**src/hvt_pkg.sv**
```systemverilog
// ----------------------------------------------------------------------------
// hvt_pkg
// Shared types, widths and constants of the homogeneous vertex transform.
// ----------------------------------------------------------------------------
package hvt_pkg;

    // Coordinate and coefficient formats.
    localparam int COORD_W    = 16;
    localparam int FRAC_BITS  = 8;
    localparam int COEF_W     = 16;
    localparam int NUM_COLS   = 4;
    localparam int NUM_ROWS   = 4;
    localparam int ROW_W      = NUM_COLS * COEF_W;

    // Datapath widths.
    localparam int PROD_W     = COORD_W + COEF_W;
    localparam int SHIFT_W    = COEF_W + FRAC_BITS;
    localparam int TERM_W     = (PROD_W > SHIFT_W) ? PROD_W : SHIFT_W;
    localparam int ACC_W      = TERM_W + 2;
    localparam int DIV_W      = (ACC_W > 2 * FRAC_BITS + 1) ? ACC_W : 2 * FRAC_BITS + 1;
    localparam int Q_W        = COORD_W + 1;
    localparam int NUM_W      = DIV_W + FRAC_BITS;
    localparam int HI_W       = NUM_W - Q_W;
    localparam int CMP_W      = (HI_W > DIV_W) ? HI_W : DIV_W;
    localparam int DIV_STAGES = Q_W + 1;

    // Stream and register port widths.
    localparam int TDATA_W    = ((3 * COORD_W + 7) / 8) * 8;
    localparam int TUSER_W    = 2;
    localparam int APB_DATA_W = ROW_W;
    localparam int APB_ADDR_W = 5;

    typedef logic signed [COORD_W-1:0] coord_t;
    typedef logic signed [COEF_W-1:0]  coef_t;
    typedef logic signed [PROD_W-1:0]  prod_t;
    typedef logic signed [ACC_W-1:0]   acc_t;
    typedef logic [ACC_W-1:0]          umag_t;
    typedef logic [DIV_W-1:0]          mag_t;
    typedef logic [Q_W-1:0]            quo_t;
    typedef logic [NUM_ROWS-1:0][ROW_W-1:0] matrix_t;

    // Register indexes of the configuration port.
    typedef enum logic [1:0] {
        REG_ROW_X = 2'd0,
        REG_ROW_Y = 2'd1,
        REG_ROW_Z = 2'd2,
        REG_ROW_W = 2'd3
    } reg_idx_t;

    // Control that travels down the pipeline beside the data.
    typedef struct packed {
        logic valid;
        logic w_zero;
    } hvt_ctl_t;

    // Reset matrix is the identity.
    localparam logic [ROW_W-1:0] ROW_X_RESET = ROW_W'(1) << FRAC_BITS;
    localparam logic [ROW_W-1:0] ROW_Y_RESET = ROW_W'(1) << (COEF_W + FRAC_BITS);
    localparam logic [ROW_W-1:0] ROW_Z_RESET = ROW_W'(1) << (2 * COEF_W + FRAC_BITS);
    localparam logic [ROW_W-1:0] ROW_W_RESET = ROW_W'(1) << (3 * COEF_W + FRAC_BITS);
    localparam matrix_t MATRIX_RESET = {ROW_W_RESET, ROW_Z_RESET, ROW_Y_RESET, ROW_X_RESET};

    // Divisor used when w is zero: it turns the divide into a plain shift right.
    localparam mag_t DEN_ZERO_W = DIV_W'(1) << (2 * FRAC_BITS);

    // Clamp limits as quotient magnitudes.
    localparam quo_t NEG_LIMIT = Q_W'(1) << (COORD_W - 1);
    localparam quo_t POS_LIMIT = NEG_LIMIT - Q_W'(1);

    // Coefficient of one matrix column.
    function automatic coef_t coef_at(input logic [ROW_W-1:0] row, input int unsigned col);
        return row[col * COEF_W +: COEF_W];
    endfunction

    // Magnitude of a signed sum; the most negative value maps correctly.
    function automatic umag_t abs_acc(input acc_t a);
        umag_t neg_a;
        neg_a = umag_t'(-a);
        return a[ACC_W-1] ? neg_a : umag_t'(a);
    endfunction

endpackage

```
**src/hvt_div.sv**
```systemverilog
// ----------------------------------------------------------------------------
// hvt_div
// Pipelined restoring divider for one coordinate: an overflow check stage,
// then one quotient bit per stage, most significant bit first.
// ----------------------------------------------------------------------------
module hvt_div import hvt_pkg::*; (
    input  logic aclk,
    input  logic ce,
    input  mag_t num_mag,
    input  mag_t den,
    input  logic neg_in,
    output quo_t quo,
    output logic ovf,
    output logic neg
);

    logic [NUM_W-1:0] numer;
    logic [HI_W-1:0]  numer_hi;
    logic             ovf_first;

    mag_t rem_reg [DIV_STAGES];
    quo_t lo_reg  [DIV_STAGES];
    quo_t q_reg   [DIV_STAGES];
    mag_t den_reg [DIV_STAGES];
    logic ovf_reg [DIV_STAGES];
    logic neg_reg [DIV_STAGES];

    mag_t rem_next [DIV_STAGES];
    quo_t lo_next  [DIV_STAGES];
    quo_t q_next   [DIV_STAGES];
    mag_t den_next [DIV_STAGES];
    logic ovf_next [DIV_STAGES];
    logic neg_next [DIV_STAGES];

    // First stage: a quotient that needs more than Q_W bits is flagged here,
    // which leaves the starting remainder below the divisor.
    assign numer     = NUM_W'(num_mag) << FRAC_BITS;
    assign numer_hi  = numer[NUM_W-1:Q_W];
    assign ovf_first = CMP_W'(numer_hi) >= CMP_W'(den);

    always_comb begin
        logic [DIV_W:0] trial;
        logic [DIV_W:0] diff;
        logic           take;

        rem_next[0] = ovf_first ? '0 : DIV_W'(numer_hi);
        lo_next[0]  = numer[Q_W-1:0];
        q_next[0]   = '0;
        den_next[0] = den;
        ovf_next[0] = ovf_first;
        neg_next[0] = neg_in;

        // Each later stage brings down one numerator bit and subtracts if it can.
        for (int s = 1; s < DIV_STAGES; s++) begin
            trial = {rem_reg[s-1], lo_reg[s-1][Q_W-1]};
            diff  = trial - {1'b0, den_reg[s-1]};
            take  = (trial >= {1'b0, den_reg[s-1]});
            rem_next[s] = take ? diff[DIV_W-1:0] : trial[DIV_W-1:0];
            lo_next[s]  = lo_reg[s-1] << 1;
            q_next[s]   = {q_reg[s-1][Q_W-2:0], take};
            den_next[s] = den_reg[s-1];
            ovf_next[s] = ovf_reg[s-1];
            neg_next[s] = neg_reg[s-1];
        end
    end

    always_ff @(posedge aclk) begin
        if (ce) begin
            for (int s = 0; s < DIV_STAGES; s++) begin
                rem_reg[s] <= rem_next[s];
                lo_reg[s]  <= lo_next[s];
                q_reg[s]   <= q_next[s];
                den_reg[s] <= den_next[s];
                ovf_reg[s] <= ovf_next[s];
                neg_reg[s] <= neg_next[s];
            end
        end
    end

    assign quo = q_reg[DIV_STAGES-1];
    assign ovf = ovf_reg[DIV_STAGES-1];
    assign neg = neg_reg[DIV_STAGES-1];

endmodule

```
**config.mk**
```make
export PLATFORM = sky130hd
export DESIGN_NAME = hvt_div
export DESIGN_NICKNAME = d
export VERILOG_FILES = /design/src/hvt_pkg.sv /design/src/hvt_div.sv
export SDC_FILE = /design/constraint.sdc
export NUM_CORES = 2
export LEC_CHECK = 0
export BUFFER_PORTS_ARGS = -buffer_cell sky130_fd_sc_hd__buf_2
export CORE_MARGIN = 5
export CORE_UTILIZATION = 30
export DETAILED_ROUTE_END_ITERATION = 10
export PLACE_DENSITY = 0.45
export SYNTH_ARGS = -nofsm -noshare
export SYNTH_HDL_FRONTEND = slang
export SYNTH_SLANG_ARGS = --single-unit
```
**constraint.sdc**
```tcl
create_clock -name aclk -period 3.6 [get_ports aclk]
set_clock_uncertainty 0.15 [all_clocks]
set_input_delay 0.72 -clock aclk [delete_from_list [all_inputs] [get_ports aclk]]
set_output_delay 0.72 -clock aclk [all_outputs]
set_load 0.05 [all_outputs]
```
## Word level (Yosys, flattened, before mapping)

Memories as Yosys holds them, arrays and structs flattened.
Cells that the tools add are included.

- Logic and storage cells: 61
- RAM bits: 1854
- Output and inout port bits: 19
- Input port bits: 71
- Memories kept: 6
- Bits in registers: 0

Memory list:

| name | words | width | read ports | clocked after memory_dff | wr ports | RTL line | text |
|---|---|---|---|---|---|---|---|
| den_reg | 18 | 34 | 17 | 0 | 18 | hvt_div.sv:24 | `mag_t den_reg [DIV_STAGES];` |
| rem_reg | 18 | 34 | 17 | 0 | 18 | hvt_div.sv:21 | `mag_t rem_reg [DIV_STAGES];` |
| q_reg | 18 | 17 | 18 | 0 | 18 | hvt_div.sv:23 | `quo_t q_reg [DIV_STAGES];` |
| lo_reg | 18 | 16 | 17 | 0 | 18 | hvt_div.sv:22 | `quo_t lo_reg [DIV_STAGES];` |
| neg_reg | 18 | 1 | 18 | 0 | 18 | hvt_div.sv:26 | `logic neg_reg [DIV_STAGES];` |
| ovf_reg | 18 | 1 | 18 | 0 | 18 | hvt_div.sv:25 | `logic ovf_reg [DIV_STAGES];` |

- $lt $le $gt $ge: 18
- Mux-type cells: 20
- $add $sub $neg: 17

Operators by type and width:

| cell | count |
|---|---|
| >= comparator 35 x 34 -> 1 bit | 17 |
| 2-to-1 mux 34 bit | 17 |
| subtractor 34 bit | 17 |
| >= comparator 25 x 34 -> 1 bit | 1 |
| 2-to-1 mux 25 bit | 1 |
| 2-to-1 mux 1 bit | 2 |

## Longest topological paths before layout

An unclocked memory read counts as a cell.

- Depth after elaboration: 3
- Mapped depth: 16
- Mapped depth without buffers: 15

## Worst setup path before layout

Ideal clock, no wire load.

- Kind: register -> register
- Start: memory lo_reg[5][15] (netlist name)
- End: memory rem_reg[6][26] (netlist name) (data pin)
- Period minus slack after synthesis: 3.630 ns
- Path buffers: 0
- Setup slack: -0.030 ns
- Data arrival time: 3.220 ns
- Required time: 3.190 ns
- Setup time: 0.260 ns
- Cell stages (with the launch flop): 16
- Cells stage by stage: edfxtp_1 -> inv_1 -> ha_1 -> inv_1 -> fa_1 -> a21o_1 -> a31o_2 -> a2111oi_4 -> nor2_1 -> a31oi_1 -> nor2_1 -> a311o_1 -> a21oi_2 -> o21ai_1 -> xor2_1 -> mux2_2

RTL lines:

| element | RTL line |
|---|---|
| start: declaration | hvt_div.sv:22 |
| end: declaration | hvt_div.sv:21 |

==> impl_metrics.ini <==
[status]
status = complete, but fails checks
violations = setup timing

[setup_path]
worstSetupPathType = flop to flop
path_cells = ha_4 -> and4_4 -> o2111ai_2 -> a31oi_2 -> a211oi_2 -> buf_4 -> o31ai_4 -> a221o_1 -> a221o_1 -> a21oi_2 -> o31ai_4 -> buf_12 -> mux2_2
slowest_stage = edfxtp_1
worstSetupStartpointType = flop
crit_start = rem_reg[4][9]$_DFFE_PP_
crit_path_end_kind = flop
required_ns = 3.98
critical_path_arrival_ns = 4.17
critPathBufInv = 2
cp_max_fo = 20
path_delay_family = compound AO/OA/AOI/OAI gates
worst_r2r_startpoint = rem_reg[4][9]$_DFFE_PP_
cp_slowest_stage_delay_ns = 0.44

[sta]
max_freq_mhz = 264
min_period_ns = 3.79
rsz0062_at_grt = true
relSlewSlack_pct = 52.6
final-hold-violation-count = 0
finalSetupViolCount = 104
tightest_slew_ns = 0.703
hold_slack_ns = 0.0868
drv_slew = 0
finalWorstSetupSlack_ns = -0.187
period_share_pct = 105

[power_and_ir_drop]
p_comb_share_pct = 49.8
p_per_area_mw_per_mm2 = 822
leakage_nw = 42.1
switching_power_mw = 29.7
p_sw_share_pct = 36.0
clkPwrFrac_pct = 19.7
power_frac_seq_pct = 30.5
p_int_mw = 52.7
ir_drop_v = 0.000539

[finish]
layout.nets = 8839
syn_to_final_growth_pct = 29.6
drive_gt1_share_pct = 25.1
largest_reg_flops = 578

[detailed_routing]
via_per_inst = 4.68
initialDrtViolationCount = 2002
drtAntennaViolNets = 0
via_count = 54700
firstDrtPassIters = 5
wl_per_cell_microns = 16.8
drc = 0
wirelength_mm = 196

[grt]
overflow = 0
grt_first_pass_wirelength_mm = 304
antenna_found_initial = 3
first_global_vias = 58400
grt_max_degree = 92
grt_use_total_pct = 14.0

[synth]
ys_seq_area_share_pct = 53.7
synth_seq_cells = 1381
synth.distinct_cells = 91
synth_edf_count = 1381
syn_area_per_cell_sq_um = 11.2
netlist.area_leader.share_pct = 53.7
synth_area_leader_cell = edfxtp_1
async_flop_share_pct = 0
synthFlopType = edfxtp_1
synth_cells = 6878
yosysMostFrequentCell = edfxtp_1
yosys-top-cells-area = edfxtp_1, ha_1, a21oi_1
yosysWarnings = 0
syn_area_sq_mm = 0.0773
synth_nets = 7559
synth_commonest_cells = edfxtp_1, inv_1, a21oi_1

[place]
dp_hpwl_mm = 144
port_buffers = 89
gp_congestion = 0.864
dp_slack_ns = -0.576

[clocking]
clock_latency_ns = 0.80
cts_tree = built
h-tree-depth = 4
clockRootBuffer = clkbuf_16
cts_buffers = 172
path_clk_slew_ns = 0.06
clk_path_buf_depth = 3
clock_sinks = 1381

[die]
die_x_microns = 518
die_h_microns = 518
num_rows = 186
dieArea_sq_mm = 0.268
initial_core_util_pct = 30.1
placeableCoreArea_sq_mm = 0.257
ios = 90

[worst_hold_path]
min_from = num_mag[19]
hold_class = primary input to flop

[job]
cap_violations = 0
path summary, 6_finish.rpt:
kind,slack [ns],endpoint,cells after the start
hold / removal,0.09,rem_reg[0][10]$_SDFFCE_PP0P_,2
setup reg to reg,-0.19,rem_reg[5][33]$_DFFE_PP_,13
hold reg to reg,0.26,lo_reg[2][13]$_DFFE_PP_,0
setup / recovery,-0.19,rem_reg[5][33]$_DFFE_PP_,13
area by class of cell:
class / count / area [sq um]
fillers: 24400 / 157000
diodes: 13 / 32.5
inverters: 745 / 2800
flip-flops and latches: 1381 / 41500
repair buffers: 1273 / 11000
multi-input cells: 4585 / 35400
clock inverters: 81 / 706
clock buffers: 225 / 4550
well taps: 3384 / 4230
layer usage:
| layer | vias to the layer above | wire length (microns) | track usage [%] |
|---|---|---|---|
| li1 | 27700 | - | - |
| met3 | 586 | 4980 | 1.99 |
| met1 | 25600 | 66800 | 12.8 |
| met5 | - | 0 | 0 |
| met2 | 824 | 109000 | 28.4 |
| met4 | 0 | 15100 | 9.11 |
logic make-up (layout without fill, tap and decap cells):
group | count (synthesis) | count (layout) | share of synthesized area [%]
AND/OR/NAND/NOR | 1473 | 1473 | 8.98
AO/OA/AOI/OAI | 1892 | 1892 | 15.4
flip-flops | 1381 | 1381 | 53.7
other | 0 | 13 | 0
XOR/XNOR | 474 | 474 | 5.37
multiplexers | 136 | 136 | 2.02
buffers and inverters | 912 | 2324 | 4.58
adder cells (fa/ha/maj) | 610 | 610 | 10.0
power by group through the flow:
stage / registers, mW / logic [mW] / clock network [mW]
2_1_floorplan: 24.5 / 23.1 / 0
3_3_place_gp: 25.3 / 34.6 / 0
3_5_place_dp: 25.3 / 35.0 / 0
4_1_cts: 25.1 / 38.9 / 17.0
5_1_grt: 25.6 / 45.0 / 17.6
6_report: 25.1 / 41.0 / 16.2
layout by cell type (no fill, tap or decap), types with 88 or more instances in the layout:
cell type	Yosys	final
a21o_1	335	335
a21oi_1	621	537
buf_2	48	88
buf_4	6	975
clkbuf_16	0	189
edfxtp_1	1381	1381
ha_1	594	559
inv_1	745	723
nand2_1	474	436
nand3_1	100	96
nand4_1	98	98
nor2_1	387	329
o21ai_0	442	331
xnor2_1	283	278
xor2_1	191	191
stage by stage:
stage          area [sq um]  setup TNS, ns  cells  total power, mW  utilization [%]
5_1_grt              100000         -27.93  11700             88.1             39.0
6_report             100000          -7.57  11700             82.4             39.0
4_1_cts               97700          -9.23  11600             81.0             38.1
3_5_place_dp          89100         -77.83  11200             60.3             34.7
3_3_place_gp          89100         -62.69  11200             60.0             34.7
2_1_floorplan         77300              0   6878             47.6                -
what timing repair did:
item	CTS	global route
gates cloned	19	17
hold endpoints to repair	65	0
hold buffers	65	0
pin swaps	163	240
buffers inserted	78	66
endpoints found under the setup margin	510	518
resized for setup	354	482
(Power assumes the default switching activity.)
