$ cat src/hvt_pkg.sv
// ----------------------------------------------------------------------------
// hvt_pkg
// Shared types, widths and constants of the homogeneous vertex transform.
// ----------------------------------------------------------------------------
package hvt_pkg;

    // Coordinate and coefficient formats.
    localparam int COORD_W    = 16;
    localparam int FRAC_BITS  = 8;
    localparam int COEF_W     = 16;
    localparam int NUM_COLS   = 4;
    localparam int NUM_ROWS   = 4;
    localparam int ROW_W      = NUM_COLS * COEF_W;

    // Datapath widths.
    localparam int PROD_W     = COORD_W + COEF_W;
    localparam int SHIFT_W    = COEF_W + FRAC_BITS;
    localparam int TERM_W     = (PROD_W > SHIFT_W) ? PROD_W : SHIFT_W;
    localparam int ACC_W      = TERM_W + 2;
    localparam int DIV_W      = (ACC_W > 2 * FRAC_BITS + 1) ? ACC_W : 2 * FRAC_BITS + 1;
    localparam int Q_W        = COORD_W + 1;
    localparam int NUM_W      = DIV_W + FRAC_BITS;
    localparam int HI_W       = NUM_W - Q_W;
    localparam int CMP_W      = (HI_W > DIV_W) ? HI_W : DIV_W;
    localparam int DIV_STAGES = Q_W + 1;

    // Stream and register port widths.
    localparam int TDATA_W    = ((3 * COORD_W + 7) / 8) * 8;
    localparam int TUSER_W    = 2;
    localparam int APB_DATA_W = ROW_W;
    localparam int APB_ADDR_W = 5;

    typedef logic signed [COORD_W-1:0] coord_t;
    typedef logic signed [COEF_W-1:0]  coef_t;
    typedef logic signed [PROD_W-1:0]  prod_t;
    typedef logic signed [ACC_W-1:0]   acc_t;
    typedef logic [ACC_W-1:0]          umag_t;
    typedef logic [DIV_W-1:0]          mag_t;
    typedef logic [Q_W-1:0]            quo_t;
    typedef logic [NUM_ROWS-1:0][ROW_W-1:0] matrix_t;

    // Register indexes of the configuration port.
    typedef enum logic [1:0] {
        REG_ROW_X = 2'd0,
        REG_ROW_Y = 2'd1,
        REG_ROW_Z = 2'd2,
        REG_ROW_W = 2'd3
    } reg_idx_t;

    // Control that travels down the pipeline beside the data.
    typedef struct packed {
        logic valid;
        logic w_zero;
    } hvt_ctl_t;

    // Reset matrix is the identity.
    localparam logic [ROW_W-1:0] ROW_X_RESET = ROW_W'(1) << FRAC_BITS;
    localparam logic [ROW_W-1:0] ROW_Y_RESET = ROW_W'(1) << (COEF_W + FRAC_BITS);
    localparam logic [ROW_W-1:0] ROW_Z_RESET = ROW_W'(1) << (2 * COEF_W + FRAC_BITS);
    localparam logic [ROW_W-1:0] ROW_W_RESET = ROW_W'(1) << (3 * COEF_W + FRAC_BITS);
    localparam matrix_t MATRIX_RESET = {ROW_W_RESET, ROW_Z_RESET, ROW_Y_RESET, ROW_X_RESET};

    // Divisor used when w is zero: it turns the divide into a plain shift right.
    localparam mag_t DEN_ZERO_W = DIV_W'(1) << (2 * FRAC_BITS);

    // Clamp limits as quotient magnitudes.
    localparam quo_t NEG_LIMIT = Q_W'(1) << (COORD_W - 1);
    localparam quo_t POS_LIMIT = NEG_LIMIT - Q_W'(1);

    // Coefficient of one matrix column.
    function automatic coef_t coef_at(input logic [ROW_W-1:0] row, input int unsigned col);
        return row[col * COEF_W +: COEF_W];
    endfunction

    // Magnitude of a signed sum; the most negative value maps correctly.
    function automatic umag_t abs_acc(input acc_t a);
        umag_t neg_a;
        neg_a = umag_t'(-a);
        return a[ACC_W-1] ? neg_a : umag_t'(a);
    endfunction

endpackage

$ cat src/hvt_out.sv
// ----------------------------------------------------------------------------
// hvt_out
// Saturation and encoding of the three quotients, followed by the output
// register and a skid register that decouple the pipeline from m_tready.
// ----------------------------------------------------------------------------
module hvt_out import hvt_pkg::*; (
    input  logic                   aclk,
    input  logic                   aresetn,
    input  hvt_ctl_t               tail_ctl,
    input  logic [2:0][Q_W-1:0]    quo,
    input  logic [2:0]             ovf,
    input  logic [2:0]             neg,
    output logic                   ce,
    output logic                   m_tvalid,
    input  logic                   m_tready,
    output logic [TDATA_W-1:0]     m_tdata,
    output logic [TUSER_W-1:0]     m_tuser
);

    coord_t               coord [3];
    logic [2:0]           sat;
    logic [TDATA_W-1:0]   res_data;
    logic [TUSER_W-1:0]   res_user;
    logic                 tail_take;

    logic                 out_valid_reg, out_valid_next;
    logic [TDATA_W-1:0]   out_data_reg,  out_data_next;
    logic [TUSER_W-1:0]   out_user_reg,  out_user_next;
    logic                 skid_valid_reg, skid_valid_next;
    logic [TDATA_W-1:0]   skid_data_reg, skid_data_next;
    logic [TUSER_W-1:0]   skid_user_reg, skid_user_next;

    // Clamp each magnitude to the coordinate range and apply the sign.
    always_comb begin
        quo_t mag;
        quo_t neg_mag;
        for (int c = 0; c < 3; c++) begin
            sat[c]   = ovf[c] || (neg[c] ? (quo[c] > NEG_LIMIT) : (quo[c] > POS_LIMIT));
            mag      = sat[c] ? (neg[c] ? NEG_LIMIT : POS_LIMIT) : quo[c];
            neg_mag  = -mag;
            coord[c] = neg[c] ? neg_mag[COORD_W-1:0] : mag[COORD_W-1:0];
        end
        res_data = TDATA_W'({coord[2], coord[1], coord[0]});
        res_user = {|sat, tail_ctl.w_zero};
    end

    // The pipeline moves whenever the skid register is free.
    assign ce        = !skid_valid_reg;
    assign tail_take = ce && tail_ctl.valid;

    // Output register and skid register control.
    always_comb begin
        out_valid_next  = out_valid_reg;
        out_data_next   = out_data_reg;
        out_user_next   = out_user_reg;
        skid_valid_next = skid_valid_reg;
        skid_data_next  = skid_data_reg;
        skid_user_next  = skid_user_reg;
        if (!out_valid_reg || m_tready) begin
            if (skid_valid_reg) begin
                out_valid_next  = 1'b1;
                out_data_next   = skid_data_reg;
                out_user_next   = skid_user_reg;
                skid_valid_next = 1'b0;
            end else begin
                out_valid_next = tail_take;
                out_data_next  = res_data;
                out_user_next  = res_user;
            end
        end else if (tail_take) begin
            skid_valid_next = 1'b1;
            skid_data_next  = res_data;
            skid_user_next  = res_user;
        end
    end

    always_ff @(posedge aclk) begin
        if (!aresetn) begin
            out_valid_reg  <= 1'b0;
            skid_valid_reg <= 1'b0;
        end else begin
            out_valid_reg  <= out_valid_next;
            skid_valid_reg <= skid_valid_next;
        end
    end

    always_ff @(posedge aclk) begin
        out_data_reg  <= out_data_next;
        out_user_reg  <= out_user_next;
        skid_data_reg <= skid_data_next;
        skid_user_reg <= skid_user_next;
    end

    assign m_tvalid = out_valid_reg;
    assign m_tdata  = out_data_reg;
    assign m_tuser  = out_user_reg;

endmodule

$ cat config.mk
export PLATFORM = sky130hd
export DESIGN_NAME = hvt_out
export DESIGN_NICKNAME = d
export VERILOG_FILES = /design/src/hvt_pkg.sv /design/src/hvt_out.sv
export SDC_FILE = /design/constraint.sdc
export NUM_CORES = 1
export LEC_CHECK = 0
export BUFFER_PORTS_ARGS = -buffer_cell sky130_fd_sc_hd__buf_2
export CAP_MARGIN = 20
export CORE_ASPECT_RATIO = 1.4
export CORE_MARGIN = 3
export CORE_UTILIZATION = 50
export DETAILED_ROUTE_END_ITERATION = 8
export GPL_TIMING_DRIVEN = 0
export MAX_ROUTING_LAYER = met4
export PLACE_DENSITY = 0.71
export SETUP_SLACK_MARGIN = 0.15
export SLEW_MARGIN = 10
export SYNTH_ARGS = -nofsm -noshare
export SYNTH_HDL_FRONTEND = slang
export SYNTH_SLANG_ARGS = --single-unit
$ cat constraint.sdc
create_clock -name aclk -period 6.5 [get_ports aclk]
set_input_delay 0 -clock aclk [delete_from_list [all_inputs] [get_ports aclk]]
set_output_delay 0 -clock aclk [all_outputs]
set_load 0.02 [all_outputs]
[Yosys cells after proc, flatten, opt, wreduce, memory -nomap -nowiden]
Cells that the tools add are included.
Word-level totals
  output and inout bits: 52
  input port bits: 62
  bits in registers: 102
  logic and storage cells: 42
Cells by class
  add/sub/neg operators: 3
  $lt $le $gt $ge: 6
  mux-type cells: 15
  reductions and logical operators: 10
  bitwise gates (word level): 2
Operators by type and width (count)
  two-way mux 16 bit: 9
  > comparator 17 x 15 -> 1 bit (second input constant): 3
  > comparator 17 x 16 -> 1 bit (second input constant): 3
  two-way mux 48 bit: 1
  negator 16 bit: 3
  logical OR 1 bit: 4
  two-way mux 1 bit: 4
  OR reduction 3 bit: 1
  logical NOT 1 bit: 2
  two-way mux 2 bit: 1
  inverter 1 bit: 2
  AND reduction 2 bit: 1
  OR reduction 2 bit: 1
  logical AND 1 bit: 1

[Logic depth before layout (Yosys ltp)]
Gate-level depths: netlist of the first run.
  depth after elaboration: 7
  gate-level depth with buffers: 12
  gate-level depth less buffers: 11

[Worst setup path before layout of the first run]
Ideal clock, no wire load.
  path kind: register -> register
  from: register out_valid_reg, in the netlist m_tvalid
  to: register skid_data_reg[0], enable pin
  data arrival time: 5.425 ns
  stages on the path, launching flop included: 3
  period minus slack after synthesis: 5.955 ns
  data required time: 5.970 ns
  slack: 0.545 ns
  library setup time: 0.530 ns
  path buffers: 0
  cell sequence: dfxtp_1 nand2b_1 nor3b_1
On the way
  word-level cells in the longest chain between the ends: 4
Ends and longest elaborated chain
  start, declared: line hvt_out.sv:26  | logic out_valid_reg, out_valid_next;
  start signal, assigned: line hvt_out.sv:82  | out_valid_reg <= out_valid_next;
  logical NOT 1 bit: line hvt_out.sv:59  | if (!out_valid_reg || m_tready) begin
  logical OR 1 bit: line hvt_out.sv:59
  inverter 1 bit (no line)
  AND reduction 2 bit (no line)
  end signal, assigned: line hvt_out.sv:90  | skid_data_reg <= skid_data_next;
  end, declared: line hvt_out.sv:30  | logic [TDATA_W-1:0] skid_data_reg, skid_data_next;
No other way between the ends.
A chain may end at the register's enable or synchronous reset.

==> results list, run 1 <==
- The run finished with clean final reports.
- Setup violations remaining at the end of the flow were counted as 0.
* Clock latency reported for the late side of the worst-skew pair: 350 ps
- The net count of the finished layout is 716.
- Max-cap violations in this run came to 0.
- Headroom to the max-slew limit: 24.1%
- Horizontal die dimension: 96.0 µm
* Slew @ Worst Pin: 1130 ps
- The most used flip-flop cell after synthesis is edfxtp_1.
- Area of the mapped netlist: 5670 µm²
- Routability-driven placement finished with a final weighted congestion of 0.952.
* Fmax: 294 MHz
- Each instance of the synthesized netlist takes up on average 10.9 µm².
* Cell type group with the largest total delay on the critical path: compound AO/OA/AOI/OAI gates
* Max H-tree Level: 3
* 1st-pass router iterations: 5
- TritonCTS created 9 clock buffers.
- 114 I/O pins were placed.
- The tightest hold path in the finished design has a slack of 23.9 ps.
- Number of global-route vias before repair: 4551
- Post-CTS setup buffer count: 0
- Ordered list of cells on the worst path: buf_2, or4_4, nor3_4, a41oi_1, o21ai_0, ha_1, nand3_1, o31ai_1, xor2_1, a21oi_1, mux2_2
- For this design the static power due to leakage is 2.37 nW.
* Global routing usage summed across all routing layers: 24.1%
- Initial antenna violation count: 0
* Area added between synthesis and finish: 19.6%
* Final period utilization: 52.3%
- Capturing element type of the critical path: flop
* Sum of overflow across all layers after global routing: 0
- For this run, design rule violations remaining after detail routing come to 0.
- DR vias: 4807
* Final hold violation count: 0
- Remaining antenna violation count after routing: 0
- CTS sink cnt: 102
- Prior to clock tree synthesis, the placed netlist has a worst setup slack of 2790 ps.
* Global-route wire length before repair: 23100 µm
* Clock transition at the registers of the reported paths: 70 ps
- Crit path setup slack, layout: 3100 ps
- By instance count, the leading cell after synthesis is edfxtp_1.
- Clock tree from TritonCTS: yes
* Largest net degree at the start of global routing: 35
- Final WL: 14800 µm
* Worst setup path class: primary input to flop
- Along the worst path, the maximum fanout reaches 8.
- List of most frequent post-synthesis cells: edfxtp_1, nor2_1, o21ai_0
- The synthesized netlist contains 70 unique library cells.
- Max Slew Vio Count: 0
* Fraction of registers with async set/reset: 0%
- Top-area cell type share of the netlist area: 53.0%
- The min-delay analysis places its worst path in the category primary input to flop.
* Main area contributors after synthesis: edfxtp_1, mux2_2, nor2_1, o21ai_0, a21oi_1
- Using the TritonRoute via totals, the vias-per-cell ratio works out to 6.03.
- For this run, the number of Yosys warnings is 0.
- Biggest cell delay along the critical path: 570 ps
- Detail-routed net length per standard cell: 18.6 µm
- Worst Path Buf+Inv: 1
- Cell taking the most area after synthesis: edfxtp_1
* DRC violation total after the first TritonRoute iteration: 302
* Standard cell core area: 11000 µm²
- Effective utilization at floorplan: 51.6%
* Share of synthesized area occupied by flip-flops and latches: 53.7%
* Number of nets in the synthesized netlist: 587
- Data required time of the worst path: 6610 ps
- Number of enable flip-flop cells after synthesis: 100
* Detailed placement HPWL: 11100 µm
- The number of antenna diodes in the final layout is 0.
- Row count: 45
- In this run the power density over the cells is 228 nW/µm².
- IR drop worst, VDD: 0.141 mV
- The count of buffers added on input and output ports is 109.
- For the finished layout, the period the worst path requires is 3400 ps.
- The largest individual stage delay along the critical path comes from the cell or4_4.
- In this run the clock root is driven by a clkbuf_16.
- Data arrives at the worst endpoint at 3510 ps.
- Number of register bits inferred by synthesis: 102
* Fraction of final layout cells with drive strength greater than 1: 29.6%
- Die Height: 132 µm
* Area of the die: 12700 µm²
- Max clock buf depth: 2
- Setup repair after global routing left no endpoint under its margin.
* Number of cells produced by synthesis: 522
* Final Skew: 6.88 ps
- In this run, post-CTS repair resized a total of 0 instances.
- Crit start category: primary input
[cell usage in the layout, fill, tap and decap left out, types with 3 or more instances in the layout]
cell type	count
or3_1	8
nand2b_1	3
ha_1	3
o22ai_2	5
o211ai_1	3
inv_1	13
nor3_1	27
a221oi_1	3
a21o_1	3
mux2_2	35
a21oi_1	31
or2_2	4
dlygate4sd3_1	3
a31oi_1	10
buf_1	3
buf_6	5
clkbuf_16	9
edfxtp_1	100
a21boi_0	3
o311ai_0	3
nor4_1	16
nor3b_1	4
buf_2	110
and3_1	3
nor2_1	59
mux2i_1	5
clkbuf_1	22
nand2_1	35
nand3_1	9
a211oi_1	4
o21ai_0	39
o31ai_1	10
o2bb2ai_1	3
[power by group]
group	switching (mW)	internal [mW]
registers	0.00920	0.768
logic	0.164	0.0934
clock network	0.247	0.265
[logic make-up (layout without fill, tap and decap cells)]
| group | after synthesis | after routing | synth area share [%] |
|---|---|---|---|
| buf+inv | 43 | 177 | 3.16 |
| simple gates | 190 | 190 | 17.3 |
| flops | 102 | 102 | 53.7 |
| xor+xnor | 4 | 4 | 0.618 |
| fa+ha+maj | 3 | 3 | 0.662 |
| mux | 41 | 41 | 8.10 |
| compound gates | 139 | 139 | 16.5 |
[tightest hold or removal path: stages]
cell and delay [ps]:
buf_2 120, o2bb2ai_1 90, inv_1 60
[per-stage QoR]
stage	TNS, ps	total power [mW]	area (µm²)	utilization, %	instances
final	0	1.55	6780	61.8	797
after global routing	0	1.61	6780	61.8	797
after CTS	0	1.56	6780	61.8	797
after detailed placement	0	1.05	6470	58.9	778
after global placement	-89040	1.04	6390	58.2	772
after floorplan	0	0.947	5670	-	522
[worst paths after layout]
check	start	to	slack, ps	cells past startpoint
max reg2reg	skid_valid_reg	skid_data_reg[14]	4250	6
min reg2reg	skid_data_reg[0]	m_tdata[0]	540	2
min	quo[43]	skid_data_reg[41]	20	3
max	quo[5]	m_tdata[10]	3100	11
[what timing repair did]
item	in CTS	in global routing
endpoints found under the setup margin	0	0
endpoints found under the hold margin	4	0
hold buffers	3	0
[layout make-up]
class                      instances  area (µm²)
clock inverter                     7        57.6
tap                              141         176
fill                             955        4200
buffer                            29         126
multi-input combinational        377        2450
timing repair buffer             118         644
clock buffer                       9         225
sequential                       102        3040
inverter                          14        52.6
[per-layer routing]
layer / up-vias / global-route usage [%] / part of all wire [%]
met5: - / - / 0
met4: 0 / 11.1 / 2.6
met3: 27 / 2.63 / 4.5
met2: 167 / 39.0 / 52
met1: 2317 / 30.0 / 41
li1: 2296 / - / -
Note: power is estimated with default switching activity, not from simulation.
==> run 2, diff against run 1 <==
--- a/config.mk
+++ b/config.mk
@@ -13,7 +13,7 @@
 export DETAILED_ROUTE_END_ITERATION = 8
 export GPL_TIMING_DRIVEN = 0
 export MAX_ROUTING_LAYER = met4
-export PLACE_DENSITY = 0.71
+export PLACE_DENSITY = 0.74
 export SETUP_SLACK_MARGIN = 0.15
 export SLEW_MARGIN = 10
 export SYNTH_ARGS = -nofsm -noshare
==> constraint.sdc (replaced) <==
create_clock -name aclk -period 2.98 [get_ports aclk]
set_input_delay 0 -clock aclk [delete_from_list [all_inputs] [get_ports aclk]]
set_output_delay 0 -clock aclk [all_outputs]
set_load 0.02 [all_outputs]
==> run 2 against run 1 <==
Compared with the run above:
- non-clock buffer count is 3 lower
- critical endpoint unchanged
- critical path type unchanged
- combinational power is 120% higher
- largest cell class unchanged
- highest routed layer unchanged
- global-route usage is 0.35 points higher
- power is 120% higher
- via count is 0.64% higher
- largest power group unchanged
- flip-flop and latch count stayed put
- clock-buffer cell count is 1 higher
- final area is 0.92% higher
==> results list, run 2 (synthesis gave the netlist of run 1 again) <==
* Outcome: complete, no violations
- Cell at the root of the clock tree: clkbuf_16
* Worst Path Buf+Inv: 1 (unchanged)
- Net count of the finished layout: 713 (-0.42%)
- The first-pass GRT wire length was 23700 µm (+2.7%).
- Cell type group with the largest total delay on the critical path: simple AND/OR/NAND/NOR gates
- TritonCTS Buffers: 9 (unchanged)
- The number of placed I/O pins was 114 (unchanged).
- The horizontal extent of the die came to 96.0 µm (unchanged).
- The post-route antenna net violation count came to 0 (unchanged).
- Effective utilization at floorplan: 51.6% (unchanged)
* Clock transition at the registers of the reported paths: 70 ps (about the same)
- Sum of overflow across all layers after global routing: 0 (unchanged)
* Cell area after placement: 6480 µm² (+0.19%)
* Worst setup path class: primary input to flop
- Total DRC errors in the routed layout: 0 (unchanged)
- End-of-flow core utilization: 62.3% (+0.57 points)
- The maximum number of pins on one net before global-route repair was 54 (+54%).
- Area added between synthesis and finish: 20.7%
* Maximum Capacitance Violations: 0 (unchanged)
- Most common library cell in the layout ignoring fill and taps: buf_2
- The maximum VDD drop came to 0.351 mV (+150%).
- Setup violation total in the final timing report: 0 (unchanged)
* Final Skew: 10.3 ps (+3.43 ps)
- The area of the core came to 11000 µm² (unchanged).
* Die Height: 132 µm (unchanged)
* Routability congestion estimate from global placement: 0.943 (-0.93%)
* Class of the most critical hold timing path: primary input to flop
- The maximum fanout along the worst path is 8 (unchanged).
* Fmax: 369 MHz
- The ratio of total power to cell area was 503 nW/µm² (+120%).
- Detail-routed net length per standard cell: 18.6 µm (+0.24%)
* DR vias: 4838 (+0.64%)
* Clock latency reported for the late side of the worst-skew pair: 340 ps (about the same)
- The global-route usage over all layers is 24.5% (+0.35 points).
* Leakage component of the power: 2.39 nW (+0.74%)
* Post-route worst hold slack: 16.5 ps (-7.37 ps)
- Via count normalized by instance count: 6.09 (+0.90%)
* Final design instance area without fill: 6840 µm² (+0.92%)
- Slew @ Worst Pin: 865 ps (-265 ps)
* Data required time of the worst path: 3080 ps (-3530 ps)
* Worst path slowest cell: or4_4
- Ordered list of cells on the worst path: buf_2, or4_4, nor3_4, a41oi_4, o21ai_2, ha_2, nand3_1, o31ai_2, xor2_1, a21oi_1, mux2_2
- Initial antenna violation count: 1 (+1)
* Number of global-route vias before repair: 4748 (+4.3%)
* Post-route minimum period: 2710 ps
* Final period utilization: 90.9%
* Final hold violation count: 0 (unchanged)
- Setup repair after global routing could not meet its margin everywhere.
* Most frequent cells in the layout: buf_2, edfxtp_1, nor2_1
- The deepest level of the CTS H-tree was 3 (unchanged).
- CTS sink cnt: 102 (unchanged)
- Arrival time of data at the critical path endpoint: 2810 ps (-700 ps)
* Total Negative Setup Slacks: 0 ps (unchanged)
- Headroom to the max-slew limit: 41.9% (+18 points)
- Fraction of final layout cells with drive strength greater than 1: 30.0% (+0.44 points)
- The row count is 45 (unchanged).
* 1st-pass router iterations: 6 (+1)
- Biggest cell delay along the critical path: 580 ps (about the same)
* Max Slew Vio Count: 0 (unchanged)
* Crit start category: primary input
* Clock tree from TritonCTS: yes
- The initial DRC count is 300 (-0.66%).
* Quantity of I/O buffers inserted on ports: 109 (unchanged)
- The die outline area is 12700 µm² (unchanged).
- The buffer levels on the longest clock path is 2 (unchanged).
- The total wirelength of the detailed-routed design is 14800 µm (about the same).
- Capturing element type of the critical path: flop
* Detailed placement HPWL: 10900 µm (-1.3%)
-- run 2: cell count changes in the layout (fill, tap and decap cells not counted), sizes merged --
cell	delta
bufinv	+1
clkbuf	+1
dlygate4sd3	-1
diode	+1
clkinvlp	-2
buf	-2
-- run 2: per-layer routing --
metal | part of all wire (%) | global-route usage [%] | wire, µm
met1 | 40 | 30.3 | 5870
met2 | 51 | 39.0 | 7590
met3 | 5.8 | 3.48 | 859
met4 | 3.2 | 11.5 | 470
met5 | 0 | - | 0
-- run 2: worst paths after layout --
check	endpoint	slack [ps]	cells past startpoint	from
worst max-delay path	m_tdata[10]	270	11	quo[5]
worst max register to register	skid_data_reg[16]	400	6	skid_valid_reg
worst min-delay path	m_tvalid	20	3	tail_ctl[1]
worst min register to register	m_tdata[26]	540	2	skid_data_reg[26]
-- run 2: power by group --
part / total (mW) / internal (mW) / switching (mW)
clock network: 1.18 / 0.659 / 0.517
logic: 0.567 / 0.206 / 0.361
registers: 1.70 / 1.68 / 0.0197
-- run 2: final cells by class --
type                            instances  area, µm²
Buffer                                 29        128
Antenna cell                            1       2.50
Fill cell                             899       4140
Multi-Input combinational cell        377       2500
Sequential cell                       102       3040
Inverter                               14       52.6
Tap cell                              141        176
Clock inverter                          6       67.6
Clock buffer                           10        229
Timing Repair Buffer                  115        643
-- run 2: worst min-delay path, cell delays in order --
cell      delay (ps)
buf_2            110
nor2_1            60
a21boi_0         150
-- run 2: through the flow --
step / instances / power (mW) / worst slack (ps)
floorplan: 522 / 2.06 / 198
global placement: 772 / 2.27 / -580
detailed placement: 775 / 2.28 / -498
CTS: 794 / 3.45 / 215
global route: 795 / 3.57 / 149
finish: 795 / 3.44 / 272
-- run 2: timing repair --
action                                  in CTS  in global routing
pin swaps                                    1                  0
endpoints found under the setup margin       9                  6
setup buffers                                1                  0
hold buffers                                 2                  0
resized for setup                            4                  6
hold endpoints to repair                     4                  0
